$ cat src/ufq_pkg.sv
// Shared types and codes for the duplicate-rejecting FIFO queue.
package ufq_pkg;

   localparam int DATA_W = 32;
   localparam int OP_W   = 2;
   localparam int STS_W  = 3;

   // operation codes
   localparam logic [OP_W-1:0] OP_INSERT = 2'd0;
   localparam logic [OP_W-1:0] OP_REMOVE = 2'd1;
   localparam logic [OP_W-1:0] OP_LIST   = 2'd2;

   // result status codes
   localparam logic [STS_W-1:0] STS_INSERTED   = 3'd0;
   localparam logic [STS_W-1:0] STS_DUPLICATE  = 3'd1;
   localparam logic [STS_W-1:0] STS_FULL       = 3'd2;
   localparam logic [STS_W-1:0] STS_REMOVED    = 3'd3;
   localparam logic [STS_W-1:0] STS_EMPTY      = 3'd4;
   localparam logic [STS_W-1:0] STS_LISTED     = 3'd5;
   localparam logic [STS_W-1:0] STS_LIST_EMPTY = 3'd6;

   typedef enum logic [3:0] {
      ST_IDLE   = 4'b0001,
      ST_SCAN   = 4'b0010,
      ST_LIST   = 4'b0100,
      ST_RESULT = 4'b1000
   } ufq_state_type;

   // result offered by the sequencer to the output register
   typedef struct packed {
      logic              valid;
      logic [STS_W-1:0]  status;
      logic [DATA_W-1:0] data;
      logic              last;
   } ufq_rsp_type;

   // occupancy flags
   typedef struct packed {
      logic empty;
      logic full;
   } ufq_stat_type;

endpackage

$ cat src/ufq_ram.sv
// Generic single-port-write, single-port-read RAM with registered read data.
module ufq_ram #(
   parameter int WIDTH = 32,
   parameter int DEPTH = 16
) (
   input  logic                     clock,
   input  logic                     wr_en,
   input  logic [$clog2(DEPTH)-1:0] wr_addr,
   input  logic [WIDTH-1:0]         wr_data,
   input  logic                     rd_en,
   input  logic [$clog2(DEPTH)-1:0] rd_addr,
   output logic [WIDTH-1:0]         rd_data
);

   logic [WIDTH-1:0] mem [DEPTH];

   always_ff @(posedge clock) begin
      if (wr_en) begin
         mem[wr_addr] <= wr_data;
      end
      if (rd_en) begin
         rd_data <= mem[rd_addr];
      end
   end

endmodule

$ cat src/ufq_seq.sv
// Sequencer: ring pointers, duplicate scan, list walk and result selection.
module ufq_seq #(
   parameter int QUEUE_DEPTH = 16
) (
   input  logic                                clock,
   input  logic                                reset,
   input  logic                                req_valid,
   output logic                                req_ready,
   input  logic [ufq_pkg::OP_W-1:0]            req_operation,
   input  logic signed [ufq_pkg::DATA_W-1:0]   req_value,
   input  logic                                out_free,
   output ufq_pkg::ufq_rsp_type                emit,
   output ufq_pkg::ufq_stat_type               stat
);

   localparam int PTR_W = $clog2(QUEUE_DEPTH);
   localparam int CNT_W = $clog2(QUEUE_DEPTH + 1);

   ufq_pkg::ufq_state_type state_ff, state_in;

   logic [ufq_pkg::OP_W-1:0]   op_ff, op_in;
   logic [ufq_pkg::DATA_W-1:0] value_ff, value_in;
   logic [PTR_W-1:0]           head_ff, head_in;
   logic [PTR_W-1:0]           tail_ff, tail_in;
   logic [CNT_W-1:0]           count_ff, count_in;
   logic [PTR_W-1:0]           scan_ptr_ff, scan_ptr_in;
   logic [CNT_W-1:0]           issue_cnt_ff, issue_cnt_in;
   logic                       rd_valid_ff, rd_valid_in;
   logic                       dup_ff, dup_in;

   logic                       rd_en;
   logic [PTR_W-1:0]           rd_addr;
   logic [ufq_pkg::DATA_W-1:0] rd_data;
   logic                       wr_en;

   logic is_empty;
   logic is_full;
   logic issue_more;
   logic match;
   logic list_issue;

   function automatic logic [PTR_W-1:0] next_ptr(input logic [PTR_W-1:0] p);
      return (p == PTR_W'(QUEUE_DEPTH - 1)) ? '0 : p + 1'b1;
   endfunction

   ufq_ram #(
      .WIDTH (ufq_pkg::DATA_W),
      .DEPTH (QUEUE_DEPTH)
   ) u_ring (
      .clock   (clock),
      .wr_en   (wr_en),
      .wr_addr (tail_ff),
      .wr_data (value_ff),
      .rd_en   (rd_en),
      .rd_addr (rd_addr),
      .rd_data (rd_data)
   );

   assign is_empty   = (count_ff == '0);
   assign is_full    = (count_ff == CNT_W'(QUEUE_DEPTH));
   assign issue_more = (issue_cnt_ff != count_ff);
   assign match      = rd_valid_ff && (rd_data == value_ff);
   // next list read only once the held entry is gone or leaving
   assign list_issue = issue_more && (!rd_valid_ff || out_free);

   assign stat.empty = is_empty;
   assign stat.full  = is_full;

   always_comb begin
      state_in     = state_ff;
      op_in        = op_ff;
      value_in     = value_ff;
      head_in      = head_ff;
      tail_in      = tail_ff;
      count_in     = count_ff;
      scan_ptr_in  = scan_ptr_ff;
      issue_cnt_in = issue_cnt_ff;
      rd_valid_in  = rd_valid_ff;
      dup_in       = dup_ff;
      rd_en        = 1'b0;
      rd_addr      = scan_ptr_ff;
      wr_en        = 1'b0;
      req_ready    = 1'b0;
      emit         = '0;

      unique case (state_ff)
         ufq_pkg::ST_IDLE: begin
            req_ready = 1'b1;
            if (req_valid) begin
               op_in        = req_operation;
               value_in     = req_value;
               scan_ptr_in  = head_ff;
               issue_cnt_in = '0;
               rd_valid_in  = 1'b0;
               dup_in       = 1'b0;
               unique case (req_operation)
                  ufq_pkg::OP_INSERT: begin
                     state_in = ufq_pkg::ST_SCAN;
                  end
                  ufq_pkg::OP_REMOVE: begin
                     rd_en    = !is_empty;
                     rd_addr  = head_ff;
                     state_in = ufq_pkg::ST_RESULT;
                  end
                  ufq_pkg::OP_LIST: begin
                     state_in = is_empty ? ufq_pkg::ST_RESULT : ufq_pkg::ST_LIST;
                  end
                  default: begin
                     state_in = ufq_pkg::ST_IDLE;
                  end
               endcase
            end
         end

         ufq_pkg::ST_SCAN: begin
            // reads are pipelined: compare of entry n overlaps read of n+1
            priority if (match) begin
               dup_in   = 1'b1;
               state_in = ufq_pkg::ST_RESULT;
            end else if (!issue_more && !rd_valid_ff) begin
               state_in = ufq_pkg::ST_RESULT;
            end else begin
               rd_valid_in = issue_more;
               if (issue_more) begin
                  rd_en        = 1'b1;
                  scan_ptr_in  = next_ptr(scan_ptr_ff);
                  issue_cnt_in = issue_cnt_ff + 1'b1;
               end
            end
         end

         ufq_pkg::ST_LIST: begin
            emit.valid  = rd_valid_ff;
            emit.status = ufq_pkg::STS_LISTED;
            emit.data   = rd_data;
            emit.last   = !issue_more;
            rd_valid_in = list_issue || (rd_valid_ff && !out_free);
            if (list_issue) begin
               rd_en        = 1'b1;
               scan_ptr_in  = next_ptr(scan_ptr_ff);
               issue_cnt_in = issue_cnt_ff + 1'b1;
            end
            if (rd_valid_ff && out_free && !issue_more) begin
               state_in = ufq_pkg::ST_IDLE;
            end
         end

         ufq_pkg::ST_RESULT: begin
            emit.valid = 1'b1;
            emit.last  = 1'b1;
            unique case (op_ff)
               ufq_pkg::OP_INSERT: begin
                  emit.data = value_ff;
                  priority if (dup_ff) begin
                     emit.status = ufq_pkg::STS_DUPLICATE;
                  end else if (is_full) begin
                     emit.status = ufq_pkg::STS_FULL;
                  end else begin
                     emit.status = ufq_pkg::STS_INSERTED;
                     if (out_free) begin
                        wr_en    = 1'b1;
                        tail_in  = next_ptr(tail_ff);
                        count_in = count_ff + 1'b1;
                     end
                  end
               end
               ufq_pkg::OP_REMOVE: begin
                  if (is_empty) begin
                     emit.status = ufq_pkg::STS_EMPTY;
                  end else begin
                     emit.status = ufq_pkg::STS_REMOVED;
                     emit.data   = rd_data;
                     if (out_free) begin
                        head_in  = next_ptr(head_ff);
                        count_in = count_ff - 1'b1;
                     end
                  end
               end
               ufq_pkg::OP_LIST: begin
                  emit.status = ufq_pkg::STS_LIST_EMPTY;
               end
               default: begin
                  emit.valid = 1'b0;
               end
            endcase
            if (out_free) begin
               state_in = ufq_pkg::ST_IDLE;
            end
         end

         default: begin
            state_in = ufq_pkg::ST_IDLE;
         end
      endcase
   end

   always_ff @(posedge clock) begin
      if (reset) begin
         state_ff    <= ufq_pkg::ST_IDLE;
         head_ff     <= '0;
         tail_ff     <= '0;
         count_ff    <= '0;
         rd_valid_ff <= 1'b0;
         dup_ff      <= 1'b0;
      end else begin
         state_ff    <= state_in;
         head_ff     <= head_in;
         tail_ff     <= tail_in;
         count_ff    <= count_in;
         rd_valid_ff <= rd_valid_in;
         dup_ff      <= dup_in;
      end
   end

   always_ff @(posedge clock) begin
      op_ff        <= op_in;
      value_ff     <= value_in;
      scan_ptr_ff  <= scan_ptr_in;
      issue_cnt_ff <= issue_cnt_in;
   end

endmodule

$ cat src/unique_fifo_queue.sv
// Top level: duplicate-rejecting FIFO queue with a registered result port.
//
//   channel   dir  handshake              payload
//   req_      in   req_valid/req_ready    operation, value
//   rsp_      out  rsp_valid/rsp_ready    status, data, last
//
// One item at a time. An insert scans the held entries for a duplicate and a
// list walks them in order, streaming results while the result port takes
// them; the single read port of the ring RAM reads the entries one by one.
// Reset clears head, tail and count; ring contents are never cleared.
// A stalled result port holds the sequencer; a new item is taken while the
// last result still waits in the output register.
module unique_fifo_queue #(
   parameter int QUEUE_DEPTH = 16
) (
   input  logic                               clock,
   input  logic                               reset,
   input  logic                               req_valid,
   output logic                               req_ready,
   input  logic [ufq_pkg::OP_W-1:0]           req_operation,
   input  logic signed [ufq_pkg::DATA_W-1:0]  req_value,
   output logic                               rsp_valid,
   input  logic                               rsp_ready,
   output logic [ufq_pkg::STS_W-1:0]          rsp_status,
   output logic signed [ufq_pkg::DATA_W-1:0]  rsp_data,
   output logic                               rsp_last
);

   ufq_pkg::ufq_rsp_type  emit;
   ufq_pkg::ufq_stat_type stat;

   logic                       out_free;
   logic                       rsp_valid_ff, rsp_valid_in;
   logic [ufq_pkg::STS_W-1:0]  rsp_status_ff;
   logic [ufq_pkg::DATA_W-1:0] rsp_data_ff;
   logic                       rsp_last_ff;

   ufq_seq #(
      .QUEUE_DEPTH (QUEUE_DEPTH)
   ) u_seq (
      .clock         (clock),
      .reset         (reset),
      .req_valid     (req_valid),
      .req_ready     (req_ready),
      .req_operation (req_operation),
      .req_value     (req_value),
      .out_free      (out_free),
      .emit          (emit),
      .stat          (stat)
   );

   assign out_free     = !rsp_valid_ff || rsp_ready;
   assign rsp_valid_in = out_free ? emit.valid : rsp_valid_ff;

   always_ff @(posedge clock) begin
      if (reset) begin
         rsp_valid_ff <= 1'b0;
      end else begin
         rsp_valid_ff <= rsp_valid_in;
      end
   end

   always_ff @(posedge clock) begin
      if (emit.valid && out_free) begin
         rsp_status_ff <= emit.status;
         rsp_data_ff   <= emit.data;
         rsp_last_ff   <= emit.last;
      end
   end

   assign rsp_valid  = rsp_valid_ff;
   assign rsp_status = rsp_status_ff;
   assign rsp_data   = $signed(rsp_data_ff);
   assign rsp_last   = rsp_last_ff;

`ifndef ASSERT_OFF
   // a meaningful item leaves the block busy, so req_ready drops
   a_busy_after_accept: assert property (@(posedge clock) disable iff (reset)
      (req_valid && req_ready && (req_operation == ufq_pkg::OP_INSERT ||
       req_operation == ufq_pkg::OP_REMOVE || req_operation == ufq_pkg::OP_LIST))
      |=> !req_ready)
      else $error("block took a new item right after a real one");

   a_count_sane: assert property (@(posedge clock) disable iff (reset)
      !(stat.empty && stat.full))
      else $error("queue both empty and full");

   a_data_needs_entry: assert property (@(posedge clock) disable iff (reset)
      (emit.valid && (emit.status == ufq_pkg::STS_REMOVED ||
       emit.status == ufq_pkg::STS_LISTED)) |-> !stat.empty)
      else $error("entry result from an empty queue");

   a_insert_has_room: assert property (@(posedge clock) disable iff (reset)
      (emit.valid && emit.status == ufq_pkg::STS_INSERTED) |-> !stat.full)
      else $error("insert into a full queue");

   a_multi_only_list: assert property (@(posedge clock) disable iff (reset)
      (rsp_valid && !rsp_last) |-> rsp_status == ufq_pkg::STS_LISTED)
      else $error("non-final result outside a list");
`endif

endmodule

$ cat config.mk
export PLATFORM = sky130hd
export DESIGN_NAME = unique_fifo_queue
export DESIGN_NICKNAME = d
export VERILOG_FILES = /design/src/ufq_pkg.sv /design/src/ufq_ram.sv /design/src/ufq_seq.sv /design/src/unique_fifo_queue.sv
export SDC_FILE = /design/constraint.sdc
export NUM_CORES = 1
export LEC_CHECK = 0
export ABC_CLOCK_PERIOD_IN_PS = 10400
export BUFFER_PORTS_ARGS = -buffer_cell sky130_fd_sc_hd__buf_4
export CAP_MARGIN = 20
export CORE_ASPECT_RATIO = 0.8
export CORE_MARGIN = 2
export CORE_UTILIZATION = 50
export CTS_BUF_LIST = sky130_fd_sc_hd__clkbuf_4 sky130_fd_sc_hd__clkbuf_8 sky130_fd_sc_hd__clkbuf_16
export DETAILED_ROUTE_END_ITERATION = 12
export GPL_ROUTABILITY_DRIVEN = 0
export PLACE_DENSITY = 0.66
export RECOVER_POWER = 50
export SYNTH_ARGS = -nofsm -noshare
export SYNTH_HDL_FRONTEND = slang
export SYNTH_HIERARCHICAL = 1
export SYNTH_SLANG_ARGS = --single-unit
$ cat constraint.sdc
create_clock -name clock -period 10.4 [get_ports clock]
set_clock_uncertainty 0.15 [all_clocks]
set_input_delay 1.04 -clock clock [delete_from_list [all_inputs] [get_ports clock]]
set_output_delay 1.04 -clock clock [all_outputs]
set_load 0.01 [all_outputs]
==> metrics.cfg <==
[pwr]
seqPwrFrac_pct=51.5
combPwrFrac_pct=11.0
power.switching_uw=1367
clockPowerShare_pct=37.5
leakage_uw=0.008816
swShare_pct=23.22
cellPowerDensity_nw_per_um2=209.4
worst_ir_drop_vdd_uv=177.2
p_total_uw=5888
internal_power_uw=4521

[sta]
min_period_ns=5.490
fin_crit_sh_pct=52.79
tns_ns=0
drv_slew=33
finalSetupViolCount=0
max_freq_mhz=182.1
finalHoldViolCount=0
max_slew_margin_pct=-68.50
worst_slew_pin_slew_ns=2.528
setup_slack_ns=4.910
rsz0062_at_grt=false

[cells_and_area]
syn2layout_area_growth_pct=13.42
antenna_cells=0
nFillCells=3639
drive_gt1_share_pct=23.66
nets=1361

[global_routing]
grt_pass1_vias=12180
grt_usage_pct=22.29
grt_max_degree=70
grt_pass1_wl_mm=82.06
antenna_found_initial=0
grt_overflow=0

[setup_path]
endpoint_kind=flop
arrival_ns=5.70
startpoint_type=flop
rrSetupSlack_ns=4.91
crit_fanout=50
critical_path_class=flop to flop
cpPeakStageDelay_ns=1.01
slowest_stage=nor4b_1
cp.required_ns=10.61
crit_chain=nor4b_1 -> and2_2 -> buf_4 -> nand2_1 -> mux2_8 -> buf_4 -> mux4_2 -> a22oi_1 -> nand2_1

[detailed_routing]
ant_nets=0
drt_pass1_iterations=5
drcViolationCount=0
via_count=12280
routed_wl_mm=56.34
wl_per_cell_um=28.25
route.detailed.vias_per_inst=6.156
drtIter0Drc=1483

[placement]
numPortBuffers=75
dp_slack_ns=5.057
hpwl_mm=28.86

[logic_synthesis]
yosysWarnings=6
synth_area_um2=24790
avgSynthCellArea_um2=20.63
synth.net_count=1248
syn_inst=1202

[clock_network]
cts.sinks=643
h-tree-depth=2
root_buffer=clkbuf_16
cts.clk_slew.worst_paths_ns=0.06
cts-resized-gates=0
clockBufferDepth=3
cts_made_buffers=59
cts_hold_buf=0
cts_setup_buffers=0
clock_latency_ns=0.62
cts_tree=yes

[hold_path]
min_path_type=flop to flop

[die]
initial_core_util_pct=50.96
die_area_um2=51390
die_width_um=253.0
core_um2=48650
ioPinCount=76
rows=72
dieHeight_um=203.2

[run_status]
outcome=finished, violations left
violations=capacitance limit, slew limit

[run]
cap_violations=1

## layout by cell type (no fill, tap or decap), types with 29 or more instances in the layout
| cell type | n |
|---|---|
| xnor2_1 | 29 |
| edfxtp_1 | 623 |
| nand2_1 | 48 |
| mux4_2 | 128 |
| buf_4 | 35 |
| clkbuf_4 | 44 |
| clkbuf_1 | 45 |
| a22oi_1 | 64 |
| a22o_1 | 33 |
| clkbuf_16 | 60 |
## per-layer routing
metal | up-vias | share of wire [%] | global-route usage (%)
li1 | 5214 | - | -
met1 | 6464 | 44 | 34.45
met2 | 515 | 46 | 33.53
met3 | 83 | 7.9 | 3.803
met4 | 0 | 1.9 | 5.368
met5 | - | 0 | 0
## sequential cells by signal, indices dropped and copies added, names as in the netlist, 2 cells and up
signal / cells
rsp_status: 3
u_seq/state_ff: 4
u_seq/scan_ptr_ff: 4
rsp_data: 32
u_seq/op_ff: 2
u_seq/u_ring/mem: 512
u_seq/u_ring/rd_data: 32
u_seq/value_ff: 32
u_seq/issue_cnt_ff: 5
u_seq/head_ff: 4
u_seq/tail_ff: 4
u_seq/count_ff: 5
## power by group through the flow
stage,registers (uW),logic [uW],clock network (uW)
3_5_place_dp,3090,657,0
3_3_place_gp,3080,649,0
4_1_cts,3030,660,2250
5_1_grt,3040,695,2350
6_report,3030,647,2210
2_1_floorplan,3060,484,0
## final cells by class
cell class / instances / area [um^2] / area share (%)
clock buffers: 76 / 1622 / 5.766
clock inverters: 35 / 367.9 / 1.308
inverters: 9 / 33.78 / 0.1201
multi-input cells: 493 / 5533 / 19.68
flip-flops and latches: 643 / 19110 / 67.95
well taps: 629 / 787.0 / 2.799
repair buffers: 109 / 669.4 / 2.380
## worst paths after layout
kind / end / depth (start not counted) / from
hold / removal: u_seq/head_ff[3]$_SDFFE_PP0P_ / 2 / u_seq/head_ff[3]$_SDFFE_PP0P_
hold reg to reg: u_seq/head_ff[3]$_SDFFE_PP0P_ / 2 / u_seq/head_ff[3]$_SDFFE_PP0P_
setup / recovery: u_seq/u_ring/rd_data[8]$_DFFE_PP_ / 9 / u_seq/state_ff[3]$_SDFFE_PP0P_
setup reg to reg: u_seq/u_ring/rd_data[8]$_DFFE_PP_ / 9 / u_seq/state_ff[3]$_SDFFE_PP0P_
## metrics by stage
| stage | hold WS (ns) | utilization [%] | std cells | area, um^2 |
|---|---|---|---|---|
| 4_1_cts | 0.4001 | 58.13 | 1993 | 28280 |
| 3_3_place_gp | 0.3772 | 54.04 | 1882 | 26290 |
| 5_1_grt | 0.4377 | 57.81 | 1994 | 28120 |
| 2_1_floorplan | 0.3300 | - | 1202 | 24790 |
| 3_5_place_dp | 0.3891 | 54.04 | 1882 | 26290 |
| 6_report | 0.4079 | 57.81 | 1994 | 28120 |
## worst max-delay path: cells and delay by family (launching register included)
family                 cells  cell delay (ns)
AO/OA/AOI/OAI              1             0.20
buffers and inverters      2             1.33
flip-flops                 1             0.37
multiplexers               2             1.31
AND/OR/NAND/NOR            4             1.73
(Power assumes the default switching activity.)
